`src/rtl/btr_pkg.sv`:
```
// Shared types and constants of the bus event trace ring.
`default_nettype none
package btr_pkg;

  localparam int CAP_W      = 11;
  localparam int CFG_IDX_W  = 3;
  localparam int CFG_DATA_W = 64;
  localparam int AGE_W      = 10;
  localparam logic [CAP_W-1:0] CAP_MAX = 11'h7FF;

  localparam logic [1:0] OP_IO    = 2'd0;
  localparam logic [1:0] OP_MEM   = 2'd1;
  localparam logic [1:0] OP_READ  = 2'd2;
  localparam logic [1:0] OP_CLEAR = 2'd3;

  localparam logic [1:0] K_REC   = 2'd0;
  localparam logic [1:0] K_READ  = 2'd1;
  localparam logic [1:0] K_CLEAR = 2'd2;
  localparam logic [1:0] K_SKIP  = 2'd3;

  localparam logic [CFG_IDX_W-1:0] CFG_CAP   = 3'd0;
  localparam logic [CFG_IDX_W-1:0] CFG_FILT0 = 3'd1;
  localparam logic [CFG_IDX_W-1:0] CFG_FILT1 = 3'd2;
  localparam logic [CFG_IDX_W-1:0] CFG_FILT2 = 3'd3;
  localparam logic [CFG_IDX_W-1:0] CFG_FILT3 = 3'd4;

  typedef struct packed {
    logic                  we;
    logic [CFG_IDX_W-1:0]  index;
    logic [CFG_DATA_W-1:0] data;
  } cfg_wr_t;

  typedef struct packed {
    logic [1:0]       kind;
    logic             is_mem;
    logic             is_read;
    logic [15:0]      addr;
    logic [7:0]       data;
    logic [15:0]      pc;
    logic [31:0]      frame;
    logic [15:0]      line;
    logic [15:0]      pixel;
    logic [31:0]      cycle;
    logic [AGE_W-1:0] age;
  } cmd_t;

  typedef struct packed {
    logic [31:0] frame;
    logic [31:0] cycle;
    logic [15:0] addr;
    logic [15:0] pc;
    logic [15:0] line;
    logic [15:0] pixel;
    logic [7:0]  data;
    logic        is_read;
    logic        is_mem;
  } ent_t;

  typedef struct packed {
    logic             hit;
    logic             is_read;
    logic             is_mem;
    logic [15:0]      addr;
    logic [7:0]       data;
    logic [15:0]      pc;
    logic [31:0]      frame;
    logic [15:0]      line;
    logic [15:0]      pixel;
    logic [31:0]      cycle;
    logic [CAP_W-1:0] count;
    logic             wrapped;
  } res_t;

endpackage
`default_nettype wire

```
`src/rtl/btr_ifs.sv`:
```
// Valid/ready channel interfaces for bus events and trace results.
`default_nettype none
interface btr_in_if;
  logic        valid;
  logic        ready;
  logic [1:0]  opcode;
  logic        is_read_access;
  logic [15:0] bus_address;
  logic [7:0]  data_byte;
  logic [15:0] program_counter;
  logic [31:0] frame_number;
  logic [15:0] scan_line;
  logic [15:0] pixel_pos;
  logic [31:0] cycle_stamp;
  logic [9:0]  age_index;

  modport source (
    output valid, opcode, is_read_access, bus_address, data_byte, program_counter,
           frame_number, scan_line, pixel_pos, cycle_stamp, age_index,
    input  ready
  );
  modport sink (
    input  valid, opcode, is_read_access, bus_address, data_byte, program_counter,
           frame_number, scan_line, pixel_pos, cycle_stamp, age_index,
    output ready
  );
endinterface

`default_nettype wire

```
`src/rtl/btr_front.sv`:
```
// Front end: accepts bus events, applies the I/O port filter, builds commands.
`default_nettype none
module btr_front
  import btr_pkg::*;
(
  input  wire logic    clk,
  input  wire logic    rst_n,
  input  wire cfg_wr_t cfg,
  btr_in_if.sink       in_ch,
  input  wire logic    q_full,
  output logic         push,
  output cmd_t         cmd
);

  logic [CFG_DATA_W-1:0] filt_r [4];
  logic [7:0]            low_byte;
  logic                  port_ok;

  always_ff @(posedge clk) begin
    if (!rst_n) begin
      for (int i = 0; i < 4; i++) filt_r[i] <= '1;
    end else if (cfg.we) begin
      case (cfg.index)
        CFG_FILT0: filt_r[0] <= cfg.data;
        CFG_FILT1: filt_r[1] <= cfg.data;
        CFG_FILT2: filt_r[2] <= cfg.data;
        CFG_FILT3: filt_r[3] <= cfg.data;
        default: ;
      endcase
    end
  end

  assign low_byte    = in_ch.bus_address[7:0];
  assign port_ok     = filt_r[low_byte[7:6]][low_byte[5:0]];
  assign in_ch.ready = !q_full;
  assign push        = in_ch.valid && !q_full;

  always_comb begin
    cmd.is_mem  = 1'b0;
    cmd.is_read = in_ch.is_read_access;
    cmd.addr    = in_ch.bus_address;
    cmd.data    = in_ch.data_byte;
    cmd.pc      = in_ch.program_counter;
    cmd.frame   = in_ch.frame_number;
    cmd.line    = in_ch.scan_line;
    cmd.pixel   = in_ch.pixel_pos;
    cmd.cycle   = in_ch.cycle_stamp;
    cmd.age     = in_ch.age_index;
    case (in_ch.opcode)
      OP_IO:    cmd.kind = port_ok ? K_REC : K_SKIP;
      OP_MEM: begin
        cmd.kind   = K_REC;
        cmd.is_mem = 1'b1;
      end
      OP_READ:  cmd.kind = K_READ;
      OP_CLEAR: cmd.kind = K_CLEAR;
      default:  cmd.kind = K_SKIP;
    endcase
  end

endmodule
`default_nettype wire

```
`src/flat_wrapper.sv`:
```
// flat-port wrapper written by rule: the top's interface ports become plain ports
module btr_front_flat import btr_pkg::*;
  (clk, rst_n, cfg, q_full, push, cmd, in_ch_valid, in_ch_opcode, in_ch_is_read_access, in_ch_bus_address, in_ch_data_byte, in_ch_program_counter, in_ch_frame_number, in_ch_scan_line, in_ch_pixel_pos, in_ch_cycle_stamp, in_ch_age_index, in_ch_ready);
  btr_in_if in_ch_i ();
  input  wire logic clk;
  input  wire logic rst_n;
  input  wire cfg_wr_t cfg;
  input  wire logic q_full;
  output logic push;
  output cmd_t cmd;
  input wire logic [$bits(in_ch_i.valid)-1:0] in_ch_valid;
  input wire logic [$bits(in_ch_i.opcode)-1:0] in_ch_opcode;
  input wire logic [$bits(in_ch_i.is_read_access)-1:0] in_ch_is_read_access;
  input wire logic [$bits(in_ch_i.bus_address)-1:0] in_ch_bus_address;
  input wire logic [$bits(in_ch_i.data_byte)-1:0] in_ch_data_byte;
  input wire logic [$bits(in_ch_i.program_counter)-1:0] in_ch_program_counter;
  input wire logic [$bits(in_ch_i.frame_number)-1:0] in_ch_frame_number;
  input wire logic [$bits(in_ch_i.scan_line)-1:0] in_ch_scan_line;
  input wire logic [$bits(in_ch_i.pixel_pos)-1:0] in_ch_pixel_pos;
  input wire logic [$bits(in_ch_i.cycle_stamp)-1:0] in_ch_cycle_stamp;
  input wire logic [$bits(in_ch_i.age_index)-1:0] in_ch_age_index;
  output wire logic [$bits(in_ch_i.ready)-1:0] in_ch_ready;
  assign in_ch_i.valid = in_ch_valid;
  assign in_ch_i.opcode = in_ch_opcode;
  assign in_ch_i.is_read_access = in_ch_is_read_access;
  assign in_ch_i.bus_address = in_ch_bus_address;
  assign in_ch_i.data_byte = in_ch_data_byte;
  assign in_ch_i.program_counter = in_ch_program_counter;
  assign in_ch_i.frame_number = in_ch_frame_number;
  assign in_ch_i.scan_line = in_ch_scan_line;
  assign in_ch_i.pixel_pos = in_ch_pixel_pos;
  assign in_ch_i.cycle_stamp = in_ch_cycle_stamp;
  assign in_ch_i.age_index = in_ch_age_index;
  assign in_ch_ready = in_ch_i.ready;
  btr_front u_core (.clk(clk), .rst_n(rst_n), .cfg(cfg), .in_ch(in_ch_i), .q_full(q_full), .push(push), .cmd(cmd));
endmodule
```
`config.mk`:
```
export PLATFORM = sky130hd
export DESIGN_NAME = btr_front_flat
export DESIGN_NICKNAME = d
export VERILOG_FILES = /design/src/rtl/btr_pkg.sv /design/src/rtl/btr_ifs.sv /design/src/rtl/btr_front.sv /design/src/flat_wrapper.sv
export SDC_FILE = /design/constraint.sdc
export NUM_CORES = 1
export LEC_CHECK = 0
export ABC_AREA = 1
export BUFFER_PORTS_ARGS = -buffer_cell sky130_fd_sc_hd__buf_4
export CAP_MARGIN = 10
export CORE_MARGIN = 2
export CORE_UTILIZATION = 42
export DETAILED_ROUTE_END_ITERATION = 10
export GPL_ROUTABILITY_DRIVEN = 0
export HOLD_SLACK_MARGIN = 0.1
export PLACE_DENSITY = 0.71
export SYNTH_ARGS = -nofsm -noshare
export SYNTH_HDL_FRONTEND = slang
export SYNTH_SLANG_ARGS = --single-unit
```
`constraint.sdc`:
```
create_clock -name clk -period 5.77 [get_ports clk]
set_input_delay 0.8655 -clock clk [delete_from_list [all_inputs] [get_ports clk]]
set_output_delay 0.8655 -clock clk [all_outputs]
set_load 0.03 [all_outputs]
```
==> results_dict.tcl <==
set metrics [dict create \
    status "complete, no violations" \
    cts_resized 0 \
    ys_ff_latch 256 \
    maxSlewHeadroom_pct 23.8 \
    post-route-min-period_ns 3.89 \
    port-buffer-count 94 \
    nets 1487 \
    rsz0062_at_grt "no" \
    post_cts.repair.setup_buffers 0 \
    p_seq_share_pct 53.0 \
    holdWs_ns 0.640 \
    ant_nets 0 \
    synth_top_family_by_area "simple AND/OR/NAND/NOR gates" \
    synth_compound_area_share_pct 0 \
    overflow 0 \
    drc 0 \
    maxSlewViolCount 0 \
    synth_nets 1572 \
    die_height_um 178 \
    path_class "primary input to output pin" \
    worstMarginPinSlew_ns 1.14 \
    max-vdd-ir-drop_mv 0.175 \
    cp_num_cells 13 \
    synth-simple-area-share_pct 25.9 \
    synth.avg_cell_area_um2 9.45 \
    p_per_area_nw_per_um2 309 \
    dpl_cell_area_um2 12700 \
    setup_violations 0 \
    netSwitchingPower_uw 978 \
    largest_reg_flops 256 \
    total_power_uw 4150 \
    synthCells 1351 \
    reg_top3 "u_core.filt_r: 256 flops" \
    cts_hold_buf 0 \
    fmax_ghz 0.257 \
    cts_tree "built" \
    intPower_uw 3180 \
    slowest_delay_ns 0.63 \
    num-fill-cells 2794 \
    timing.max_cap.violations 0 \
    stdcell_area_um2 13400 \
    syn-cell-area_um2 12800 \
    crit_start "in_ch_bus_address[0]" \
    fin_crit_sh_pct 67.4 \
    dieArea_um2 31800 \
    pre_cts_slack_ns 1.93 \
    htree_levels 1 \
    die_x_um 178 \
    synth_top_area_share_pct 60.2 \
    synth_adder_area_share_pct 0 \
    worstSetupEndpoint "cmd[148]" \
    synth_area_leaders "edfxtp_1, nand2_1, nand3_1" \
    synth_xor_area_share_pct 0 \
    crit_top_cell "nand3_1" \
    path_delay_family "buffers and inverters" \
    start_util_pct 42.8 \
    grt_use_total_pct 22.8 \
    vias 8991 \
    coreArea_um2 29800 \
    p_clk_share_pct 37.4 \
    critPathBufInv 4 \
    grt_pass1_vias 8614 \
    clock_sinks 256 \
    hold_path.class "primary input to register" \
    ys_seq_area_share_pct 60.2 \
    synthMuxAreaShare_pct 0 \
    antenna_found_initial 1 \
    ioPinCount 373 \
    first_pass_iters 5 \
    yosys.area.top_type "edfxtp_1" \
    regMostFlops "u_core.filt_r" \
    drt_first_iter_violations 954 \
    grt_max_degree 130 \
    drive_gt1_share_pct 11.9 \
    synthToLayoutAreaGrowth_pct 5.24 \
    critPathLaunchType "primary input" \
    p_leak_uw 0.00514 \
    hold_viol 0 \
    cp.required_ns 4.90 \
    yosysUniqueCellTypes 13 \
    grt_pass1_wl_mm 54.1 \
    pwr-share-comb_pct 9.5 \
    slowest_stage "inv_1" \
    cts.clk_slew.worst_paths_ns 0.06 \
    worstPathMaxFanout 20 \
    cp-end-kind "output pin" \
    clockBufferDepth 3 \
    cts_root_buf "clkbuf_16" \
    fp-row-count 63 \
    setup_ws_ns 1.88 \
    ys_warn_count 0 \
    path_cells "buf_4 > inv_1 > buf_4 > nand3_1 > nand3_1 > nand3_1 > nand2_1 > nand2_1 > nand3_1 > nand3b_1 > nand3_1 > nand2_1 > buf_4" \
    wirelength_mm 37.2 \
    fin_tns_setup_ns 0 \
    arrival_ns 3.03 \
    wire_per_inst_um 22.3 \
    dp_hpwl_mm 24.0 \
    switching_share_pct 23.5 \
    vias_per_cell 5.38 \
    cts_buffers 25 \
]
==> cell usage after synthesis <==
library cell	n
nand2_1	536
edfxtp_1	256
nand3_1	246
buf_4	162
inv_1	76
clkbuf_1	33
buf_2	26
nor2_1	7
nand4_1	4
inv_2	2
buf_1	1
buf_6	1
nand3b_1	1
==> layer usage <==
layer,vias to the layer above,global-route usage [%],part of all wire [%]
li1,4126,-,-
met1,4270,27.9,36
met2,529,36.4,47
met3,66,10.8,15
met4,0,5.86,2.1
met5,-,0,0
==> cell type report <==
type / instances / area, um^2 / share of cell area [%]
Antenna cell: 1 / 2.50 / 0.0186
Clock buffer: 31 / 648 / 4.82
Clock inverter: 11 / 104 / 0.773
Inverter: 78 / 294 / 2.19
Multi-Input combinational cell: 794 / 3340 / 24.9
Sequential cell: 256 / 7690 / 57.2
Tap cell: 390 / 488 / 3.63
Timing Repair Buffer: 111 / 871 / 6.48
==> layout by cell type, fill, tap and decap left out <==
cell and instances:
inv_6 1, buf_4 108, nor2_4 4, nand3b_1 1
clkbuf_1 6, diode_2 1, nand4_1 4, bufinv_16 2
nand2_1 532, clkbuf_16 25, nand2_2 4, nand3_1 246
clkinv_1 4, inv_1 76, nor2_1 3, inv_2 1
buf_12 3, clkinv_2 5, edfxtp_1 256
==> power by group through the flow <==
stage | combinational (uW) | clock, uW | sequential (uW)
after floorplan | 427 | 0 | 2240
after global placement | 389 | 0 | 2240
after detailed placement | 395 | 0 | 2240
after CTS | 397 | 1560 | 2200
after global routing | 437 | 1630 | 2210
final | 396 | 1560 | 2200
==> kinds of logic after synthesis <==
| group | Yosys count |
|---|---|
| buf+inv | 301 |
| simple gates | 794 |
| flops | 256 |
==> per-stage QoR <==
| step | std cells | utilization (%) |
|---|---|---|
| 3_3_place_gp | 1629 | 42.6 |
| 3_5_place_dp | 1629 | 42.6 |
| 4_1_cts | 1671 | 45.1 |
| 2_1_floorplan | 1351 | - |
| 6_report | 1672 | 45.1 |
| 5_1_grt | 1672 | 45.1 |
==> worst min-delay path by stage <==
stage | slack [ns] | to | cells past startpoint | startpoint
6_report | 0.64 | u_core.filt_r[3][31] | 3 | cfg[31]
5_1_grt | 0.65 | u_core.filt_r[3][30] | 3 | cfg[30]
4_1_cts | 0.63 | u_core.filt_r[3][31] | 3 | cfg[31]
3_5_place_dp | 1.17 | u_core.filt_r[2][59] | 3 | cfg[59]
3_3_place_gp | 1.17 | u_core.filt_r[3][34] | 3 | cfg[34]
2_1_floorplan | 1.07 | u_core.filt_r[0][0] | 2 | cfg[0]
Note: power is estimated with default switching activity, not from simulation.
