File: config.mk
export PLATFORM = sky130hd
export DESIGN_NAME = btr_queue
export DESIGN_NICKNAME = d
export VERILOG_FILES = /design/src/rtl/btr_pkg.sv /design/src/rtl/btr_queue.sv
export SDC_FILE = /design/constraint.sdc
export NUM_CORES = 1
export LEC_CHECK = 0
export BUFFER_PORTS_ARGS = -buffer_cell sky130_fd_sc_hd__buf_2
export CORE_MARGIN = 3
export CORE_UTILIZATION = 45
export CTS_CLUSTER_SIZE = 20
export DETAILED_ROUTE_END_ITERATION = 10
export PLACE_DENSITY_LB_ADDON = 0.2
export REMOVE_ABC_BUFFERS = 1
export SYNTH_ARGS = -nofsm -noshare
export SYNTH_HDL_FRONTEND = slang
export SYNTH_SLANG_ARGS = --single-unit
File: constraint.sdc
create_clock -name clk -period 10.5 [get_ports clk]
set_input_delay 1.05 -clock clk [delete_from_list [all_inputs] [get_ports clk]]
set_output_delay 1.05 -clock clk [all_outputs]
set_load 0.01 [all_outputs]
File: src/rtl/btr_pkg.sv
// Shared types and constants of the bus event trace ring.
`default_nettype none
package btr_pkg;

  localparam int CAP_W      = 11;
  localparam int CFG_IDX_W  = 3;
  localparam int CFG_DATA_W = 64;
  localparam int AGE_W      = 10;
  localparam logic [CAP_W-1:0] CAP_MAX = 11'h7FF;

  localparam logic [1:0] OP_IO    = 2'd0;
  localparam logic [1:0] OP_MEM   = 2'd1;
  localparam logic [1:0] OP_READ  = 2'd2;
  localparam logic [1:0] OP_CLEAR = 2'd3;

  localparam logic [1:0] K_REC   = 2'd0;
  localparam logic [1:0] K_READ  = 2'd1;
  localparam logic [1:0] K_CLEAR = 2'd2;
  localparam logic [1:0] K_SKIP  = 2'd3;

  localparam logic [CFG_IDX_W-1:0] CFG_CAP   = 3'd0;
  localparam logic [CFG_IDX_W-1:0] CFG_FILT0 = 3'd1;
  localparam logic [CFG_IDX_W-1:0] CFG_FILT1 = 3'd2;
  localparam logic [CFG_IDX_W-1:0] CFG_FILT2 = 3'd3;
  localparam logic [CFG_IDX_W-1:0] CFG_FILT3 = 3'd4;

  typedef struct packed {
    logic                  we;
    logic [CFG_IDX_W-1:0]  index;
    logic [CFG_DATA_W-1:0] data;
  } cfg_wr_t;

  typedef struct packed {
    logic [1:0]       kind;
    logic             is_mem;
    logic             is_read;
    logic [15:0]      addr;
    logic [7:0]       data;
    logic [15:0]      pc;
    logic [31:0]      frame;
    logic [15:0]      line;
    logic [15:0]      pixel;
    logic [31:0]      cycle;
    logic [AGE_W-1:0] age;
  } cmd_t;

  typedef struct packed {
    logic [31:0] frame;
    logic [31:0] cycle;
    logic [15:0] addr;
    logic [15:0] pc;
    logic [15:0] line;
    logic [15:0] pixel;
    logic [7:0]  data;
    logic        is_read;
    logic        is_mem;
  } ent_t;

  typedef struct packed {
    logic             hit;
    logic             is_read;
    logic             is_mem;
    logic [15:0]      addr;
    logic [7:0]       data;
    logic [15:0]      pc;
    logic [31:0]      frame;
    logic [15:0]      line;
    logic [15:0]      pixel;
    logic [31:0]      cycle;
    logic [CAP_W-1:0] count;
    logic             wrapped;
  } res_t;

endpackage
`default_nettype wire

File: src/rtl/btr_queue.sv
// Two-entry command queue between the front and back ends.
`default_nettype none
module btr_queue
  import btr_pkg::*;
(
  input  wire logic clk,
  input  wire logic rst_n,
  input  wire logic push,
  input  wire cmd_t push_cmd,
  input  wire logic pop,
  output cmd_t      pop_cmd,
  output logic      full,
  output logic      empty
);

  cmd_t       q_r [2];
  logic       wr_ptr_r, rd_ptr_r;
  logic [1:0] cnt_r;

  assign full    = (cnt_r == 2'd2);
  assign empty   = (cnt_r == 2'd0);
  assign pop_cmd = q_r[rd_ptr_r];

  always_ff @(posedge clk) begin
    if (push) q_r[wr_ptr_r] <= push_cmd;
  end

  always_ff @(posedge clk) begin
    if (!rst_n) begin
      wr_ptr_r <= 1'b0;
      rd_ptr_r <= 1'b0;
      cnt_r    <= 2'd0;
    end else begin
      if (push) wr_ptr_r <= !wr_ptr_r;
      if (pop)  rd_ptr_r <= !rd_ptr_r;
      case ({push, pop})
        2'b10:   cnt_r <= cnt_r + 2'd1;
        2'b01:   cnt_r <= cnt_r - 2'd1;
        default: cnt_r <= cnt_r;
      endcase
    end
  end

endmodule
`default_nettype wire

==> impl_metrics.json, run 1 <==
{
  "status": "complete, no violations",
  "path_class": "reg2out",
  "path_max_fanout": 60,
  "fin_nets": 974,
  "synth_area_leaders": "edfxtp_1, mux2_4, mux2_2, buf_6, dfxtp_1",
  "ctsHtreeMaxLevel": 2,
  "die_w_um": 165.5,
  "tns_ns": 0,
  "synth_area_per_cell_um2": 23.40,
  "cellLeakagePower_nw": 5.602,
  "path_common_cell": "buf_4",
  "grt_pass1_vias": 5953,
  "avgViaCountPerCell": 4.821,
  "slowest_delay_ns": 0.92,
  "yosysWarningCount": 0,
  "synth_edf_count": 300,
  "clockRootBuffer": "clkbuf_16",
  "hold_violations": 0,
  "worstPathRequired_ns": 9.45,
  "ant_nets": 0,
  "cts.sinks": 305,
  "placed_cells": 1107,
  "clkPwrFrac_pct": 39.4,
  "crit_chain": "buf_4 -> buf_4 -> mux2_2 -> buf_2",
  "power.internal_mw": 2.253,
  "finClkSkew_ns": 0.008716,
  "holdPathStages": 2,
  "cts.reportedPaths.clkPinSlew_ns": 0.05,
  "core_um2": 24680,
  "track_usage_pct": 15.29,
  "cts-resized-gates": 0,
  "min_from": "cnt_r[1]",
  "power_switching_share_pct": 20.84,
  "wire_per_inst_um": 18.90,
  "io_pins": 306,
  "reg2reg_setup_slack_ns": 7.69,
  "power_switching_mw": 0.5932,
  "ys_ff_latch": 305,
  "critPathLaunchType": "flop",
  "grt_max_degree": 79,
  "grt_pass1_wl_um": 31830,
  "instances_no_fill": 1166,
  "vias": 5621,
  "numCtsBuffers": 34,
  "synthArstFlopShare_pct": 0,
  "slew_viol_final": 0,
  "n_fill_cell": 1915,
  "reg2regPathDepth": 3,
  "port_buffers": 305,
  "synth-main-ff-cell": "edfxtp_1",
  "rsz0062_at_grt": "false",
  "die_h_um": 165.5,
  "dpl.hpwl_um": 14700,
  "clockBufferDepth": 3,
  "yosysSeqAreaShare_pct": 79.60,
  "cap_violations": 0,
  "gr-total-overflow": 0,
  "drtIter0Drc": 317,
  "combPwrFrac_pct": 10.3,
  "syn-cell-area_um2": 11440,
  "start_util_pct": 46.37,
  "drc": 0,
  "slew_headroom_pct": 29.28,
  "post_cts_buffers": 0,
  "syn_to_final_growth_pct": 25.48,
  "synth_top_area_cell": "edfxtp_1",
  "place.gp.congestion": 0.7861,
  "dieArea_um2": 27380,
  "drive_above_1_share_pct": 60.64,
  "row_count": 57,
  "reg2reg_to": "q_r[1][60]",
  "worst_pin_slew_ns": 1.061,
  "routed_wl_um": 22030,
  "seqPwrFrac_pct": 50.3,
  "fmax_mhz": 212.1,
  "powerDensity_nw_per_um2": 198.2,
  "setup_viol": 0,
  "synthCells": 489,
  "min_to": "cnt_r[1]",
  "ir_drop_v": 0.0001420,
  "crit_path_top_delay_cell": "buf_4",
  "antenna_found_initial": 5,
  "synth_cell_types": 18,
  "yosysTopAreaCellShare_pct": 78.72,
  "cts_tree": "done",
  "postCtsHoldBufs": 0,
  "hp-class": "reg2reg",
  "insertion_delay_ns": 0.50,
  "synth_most_common_cell": "edfxtp_1",
  "ys_top_cells_by_count": "edfxtp_1, mux2_4, mux2_2, buf_6, buf_2",
  "fin_crit_ns": 4.715,
  "worst_ep_arrival_time_ns": 3.66,
  "period_share_pct": 44.90,
  "dr.pass1.iters": 4,
  "timing.rr.start": "wr_ptr_r",
  "worst_setup_path_end_kind": "primary output"
}
[per-layer routing]
metal	vias up	routed length, µm	track usage, %
met5	-	55	0
met2	223	10880	25.72
met3	49	2118	5.363
met1	2730	8457	18.28
met4	8	524	5.520
li1	2611	-	-
[state kept, by name, indices dropped and copies added (netlist names), named ones only]
signal / count
q_r: 300
cnt_r: 2
rd_ptr_r: 1
wr_ptr_r: 1
[cells in the final DEF (no fill, tap or decap), types with 2 or more instances in the layout]
cell type / n
edfxtp_1: 300
clkbuf_16: 37
buf_4: 6
xnor2_1: 2
and2_1: 3
clkinv_1: 4
dfxtp_1: 4
mux2_4: 100
bufinv_16: 2
buf_2: 305
clkinv_2: 4
clkbuf_1: 9
mux2_2: 50
[critical path: cells and delay by family, from the launching register on]
kind	cells	cell delay [ns]
buf+inv	3	1.86
flops	1	0.73
mux	1	0.42
[cells by family (layout without fill, tap and decap cells)]
group	count (synthesis)	in the layout	synth area share, %
AO/OA/AOI/OAI	3	3	0.1749
XOR/XNOR	3	3	0.2297
AND/OR/NAND/NOR	9	9	0.4702
multiplexers	150	150	18.04
adder cells (fa/ha/maj)	1	1	0.1093
other	0	1	0
buffers and inverters	18	370	1.378
flip-flops	305	305	79.60
[power groups by stage]
stage	Clock, mW	Sequential (mW)	Combinational [mW]
6_report	1.12	1.43	0.293
5_1_grt	1.21	1.44	0.317
4_1_cts	1.16	1.43	0.299
3_5_place_dp	0	1.46	0.298
3_3_place_gp	0	1.45	0.291
2_1_floorplan	0	1.48	0.186
[through the flow]
| stage | utilization, % | hold slack, ns | setup slack (ns) | area, µm² | power (mW) |
|---|---|---|---|---|---|
| floorplan | - | 0.4662 | 2.413 | 11290 | 1.662 |
| global placement | 53.82 | 0.4790 | 6.323 | 13280 | 1.744 |
| detailed placement | 53.82 | 0.4983 | 6.268 | 13280 | 1.755 |
| CTS | 58.18 | 0.5105 | 5.734 | 14360 | 2.892 |
| global route | 58.19 | 0.5784 | 5.554 | 14360 | 2.965 |
| finish | 58.19 | 0.5154 | 5.785 | 14360 | 2.847 |
[area by class of cell]
cell class                      instances  area [µm²]  share of cell area [%]
Antenna cell                            1       2.502                 0.01743
Multi-Input combinational cell        166        2187                   15.23
Clock inverter                         11       102.6                  0.7145
Timing Repair Buffer                  311        1572                   10.94
Clock buffer                           47       973.4                   6.779
Sequential cell                       305        9112                   63.46
Tap cell                              324       405.4                   2.823
Inverter                                1       3.754                 0.02614
[how the worst max path moves through the flow]
stage	start	end	slack (ns)
2_1_floorplan	push	q_r[0][0]	2.41
3_3_place_gp	flop	pop_cmd[32]	6.32
3_5_place_dp	flop	pop_cmd[23]	6.27
4_1_cts	flop	pop_cmd[23]	5.73
5_1_grt	flop	pop_cmd[18]	5.55
6_report	flop	pop_cmd[23]	5.79
No activity file was read; power rests on OpenSTA's default activity.
==> inputs of run 2 (changes only) <==
- clock period: 10.5 -> 4.9 ns (I/O delays scaled with it)
==> impl_metrics.json, run 2 (synthesis results as in run 1) <==
{
  "status": "complete, no violations",
  "dr.pass1.iters": 4,
  "rsz0062_at_grt": "false",
  "die_w_um": 165.5,
  "worst_setup_path_end_kind": "primary output",
  "pre_cts_ws_ns": 2.317,
  "cts-resized-gates": 0,
  "place.gp.congestion": 0.7438,
  "drive_above_1_share_pct": 60.05,
  "worstPathRequired_ns": 4.41,
  "io_pins": 306,
  "clockRootBuffer": "clkbuf_16",
  "dr.max_layer_used": "met5",
  "min_from": "push_cmd[121]",
  "ant_nets": 0,
  "tns_ns": 0,
  "cts.reportedPaths.clkPinSlew_ns": 0.06,
  "layout_setup_ws_ns": 1.779,
  "cts.sinks": 305,
  "top_register": "q_r",
  "numCtsBuffers": 31,
  "drc": 0,
  "fin_hold_ws_ns": 0.1358,
  "drtIter0Drc": 391,
  "clockBufferDepth": 3,
  "routed_wl_um": 22090,
  "slew_viol_final": 0,
  "grt_pass1_wl_um": 32130,
  "placed_area_um2": 13320,
  "largest_reg_flops": 300,
  "final_common_cell": "buf_2",
  "period_share_pct": 63.69,
  "post_cts_buffers": 0,
  "hp-class": "in2reg",
  "vias": 5679,
  "die_h_um": 165.5,
  "finalPower_mw": 5.967,
  "ctsHtreeMaxLevel": 1,
  "wire_per_inst_um": 18.95,
  "timing.rr.start": "wr_ptr_r",
  "fmax_mhz": 320.5,
  "cellLeakagePower_nw": 5.570,
  "dpl.hpwl_um": 14760,
  "fin_crit_ns": 3.121,
  "grt_pass1_vias": 6033,
  "core_um2": 24680,
  "final_util_pct": 58.01,
  "path_class": "reg2out",
  "grt_max_degree": 152,
  "syn_to_final_growth_pct": 25.09,
  "ir_drop_v": 0.0003229,
  "postCtsHoldBufs": 0,
  "row_count": 57,
  "worst_pin_slew_ns": 1.157,
  "placed_cells": 1107,
  "hold_violations": 0,
  "design_area_um2": 14320,
  "track_usage_pct": 15.12,
  "finClkSkew_ns": 0.006225,
  "wl_met2_um": 10700,
  "gr-total-overflow": 0,
  "powerDensity_nw_per_um2": 416.8,
  "cts_tree": "done",
  "n_fill_cell": 1945,
  "layout_common_cells": "buf_2, edfxtp_1, mux2_4",
  "antenna_found_initial": 5,
  "slew_headroom_pct": 22.90,
  "critPathLaunchType": "flop",
  "port_buffers": 305,
  "drt-met1-wl_um": 8487,
  "insertion_delay_ns": 0.54,
  "cap_violations": 0,
  "start_util_pct": 46.37,
  "worst_ep_arrival_time_ns": 2.63,
  "path_max_fanout": 61,
  "dr_wl_met3_um": 2295,
  "instances_no_fill": 1166,
  "fin_nets": 971,
  "largest_registers": "q_r (300), cnt_r (2)",
  "avgViaCountPerCell": 4.870,
  "setup_viol": 0,
  "dieArea_um2": 27380
}
[run 2: cell types whose count changed in the layout (fill, tap and decap cells not counted)]
cell and change:
clkinv_1 +7, buf_12 +3, buf_4 -3, clkbuf_8 -1
clkinv_2 -1, clkbuf_1 -2, clkbuf_16 -6, bufinv_16 +2
inv_6 +1
[run 2: worst max-delay path, cell delays in order, from the launching register on]
cell and delay [ns]:
dfxtp_4 0.98, buf_4 0.47, mux2_2 0.37, buf_2 0.14
[run 2: worst paths after layout]
kind                                      to  depth (start not counted)  slack [ns]
worst max register to register   q_r[1][127]                          2        2.77
worst max-delay path            pop_cmd[149]                          3        1.78
worst min-delay path             q_r[0][121]                          1        0.14
worst min register to register      cnt_r[1]                          2        0.53
[run 2: report_power, final]
group / switching, mW / leakage, nW / internal [mW] / total, mW
Combinational: 0.297 / 2.23 / 0.325 / 0.622
Clock: 0.904 / 0.480 / 1.36 / 2.27
Sequential: 0.0575 / 2.86 / 3.02 / 3.08
[run 2: metal layers]
metal / up-vias / GRT usage, %
met3: 52 / 5.064
li1: 2608 / -
met4: 8 / 4.423
met2: 244 / 25.64
met1: 2767 / 18.52
met5: - / 0
[run 2: cell type report]
type / instances / area [µm²] / area share [%]
sequential: 305 / 9112 / 63.66
timing repair buffer: 311 / 1609 / 11.24
clock buffer: 38 / 802.0 / 5.603
clock inverter: 20 / 192.7 / 1.346
antenna: 1 / 2.502 / 0.01748
multi-input combinational: 166 / 2187 / 15.28
inverter: 1 / 3.754 / 0.02622
tap: 324 / 405.4 / 2.832
==> inputs of run 3 (changes only) <==
- clock period: 4.9 -> 2.6 ns (I/O delays scaled with it)
==> impl_metrics.json, run 3 (synthesis results as in run 1) <==
{
  "reg2reg_setup_slack_ns": 1.10,
  "clockBufferDepth": 3,
  "core_um2": 24680,
  "cts_tree": "done",
  "syn_to_final_growth_pct": 40.05,
  "ant_nets": 0,
  "track_usage_pct": 16.85,
  "largest_reg_flops": 300,
  "dpl.hpwl_um": 15250,
  "start_util_pct": 46.37,
  "wire_per_inst_um": 18.45,
  "placed_area_um2": 13420,
  "path_max_fanout": 29,
  "cts.reportedPaths.clkPinSlew_ns": 0.06,
  "grt_pass1_vias": 6784,
  "num_antenna_cells": 0,
  "period_share_pct": 89.56,
  "grt_max_degree": 63,
  "port_buffers": 305,
  "finClkSkew_ns": 0.01844,
  "fmax_mhz": 429.4,
  "n_fill_cell": 1717,
  "slew_headroom_pct": 61.19,
  "die_h_um": 165.5,
  "min_to": "wr_ptr_r",
  "worst_setup_path_end_kind": "primary output",
  "min_from": "push",
  "cts.sinks": 305,
  "routed_wl_um": 24350,
  "path_class": "reg2out",
  "slowest_delay_ns": 0.50,
  "largest_registers": "q_r (300), cnt_r (2)",
  "worst_pin_slew_ns": 0.5808,
  "rsz0062_at_grt": "false",
  "critPathBufInv": 2,
  "cellLeakagePower_nw": 6.294,
  "crit_path_top_delay_cell": "dfxtp_4",
  "drive_above_1_share_pct": 51.81,
  "status": "complete, no violations",
  "drc": 0,
  "crit_family": "buffers and inverters",
  "place.gp.congestion": 0.7615,
  "drtIter0Drc": 384,
  "worstPathRequired_ns": 2.34,
  "numCtsBuffers": 31,
  "crit_chain": "buf_4 -> mux2_2 -> buf_2",
  "clockRootBuffer": "clkbuf_16",
  "insertion_delay_ns": 0.55,
  "post_cts_buffers": 0,
  "holdPathStages": 3,
  "cap_violations": 0,
  "top_register": "q_r",
  "dr.pass1.iters": 4,
  "row_count": 57,
  "grt_pass1_wl_um": 35900,
  "hp-class": "in2reg",
  "fin_crit_ns": 2.329,
  "io_pins": 306,
  "vias": 6317,
  "ctsHtreeMaxLevel": 1,
  "reg2regPathDepth": 2,
  "gr-total-overflow": 0,
  "worst_ep_arrival_time_ns": 2.07,
  "final_common_cell": "buf_2",
  "fin_nets": 1127,
  "ir_drop_v": 0.0005953,
  "timing.rr.start": "wr_ptr_r",
  "reg2reg_to": "q_r[0][129]",
  "critPathLaunchType": "flop",
  "tns_ns": 0,
  "die_w_um": 165.5,
  "layout_common_cells": "buf_2, edfxtp_1, dlygate4sd3_1",
  "powerDensity_nw_per_um2": 743.5,
  "avgViaCountPerCell": 4.786,
  "hold_violations": 0,
  "slew_viol_final": 0,
  "dieArea_um2": 27380,
  "setup_viol": 0,
  "design_area_um2": 16030,
  "antenna_found_initial": 1
}
[run 3: cell types whose count changed in the layout (fill, tap and decap cells not counted), sizes merged]
cell	delta
clkbuf	-1
clkinvlp	+1
buf	+5
diode	-1
bufinv	+4
inv	-1
clkinv	-4
dlygate4sd3	+151
[run 3: timing repair]
action / in CTS / in global routing
endpoints found under the setup margin: 0 / 0
hold endpoints to repair: 305 / 0
gates resized for setup: 0 / 0
hold buffers: 151 / 0
[run 3: worst min-delay path: cells and delay by family]
| kind | cells | cell delay, ns |
|---|---|---|
| AND/OR/NAND/NOR | 1 | 0.05 |
| AO/OA/AOI/OAI | 1 | 0.16 |
| buffers and inverters | 1 | 0.11 |
[run 3: how the worst max path moves through the flow]
stage,start,to,slack [ns],cells after the start
after detailed placement,flop,pop_cmd[142],0.80,3
after CTS,flop,pop_cmd[142],0.23,3
after floorplan,push,q_r[0][0],-4.70,2
after global placement,flop,pop_cmd[31],0.85,3
final,flop,pop_cmd[4],0.27,3
after global routing,flop,pop_cmd[138],0.18,3
[run 3: area by class of cell]
type                       count  area [µm²]  area share, %
clock buffer                  37       798.3          4.981
clock inverter                20       299.0          1.866
inverter                       1       3.754        0.02342
multi-input combinational    166        2187          13.65
sequential                   305        9112          56.86
tap                          324       405.4          2.529
timing repair buffer         467        3221          20.10
[run 3: power by group]
part / switching [mW] / internal [mW] / leakage, nW
clock: 1.76 / 2.97 / 0.530
sequential: 0.0772 / 5.69 / 2.86
combinational: 0.648 / 0.778 / 2.91
[run 3: routing by layer]
metal  wire length [µm]  up-vias  global-route usage (%)
met3               1911       53                   4.415
li1                   -     2917                       -
met2              12510      246                   30.43
met5                 13        -                       0
met4                712        2                   5.142
met1               9208     3099                   19.70
[run 3: metrics by stage]
step | utilization [%] | setup slack [ns] | hold slack (ns) | cells | power, mW
4_1_cts | 64.95 | 0.2262 | 0.06619 | 1320 | 12.02
6_report | 64.95 | 0.2714 | 0.09186 | 1320 | 11.92
3_3_place_gp | 54.38 | 0.8480 | 0.4470 | 1112 | 7.072
2_1_floorplan | - | -4.697 | 0.3589 | 472 | 6.714
5_1_grt | 64.95 | 0.1765 | 0.08449 | 1320 | 12.37
3_5_place_dp | 54.38 | 0.8045 | 0.4514 | 1112 | 7.116
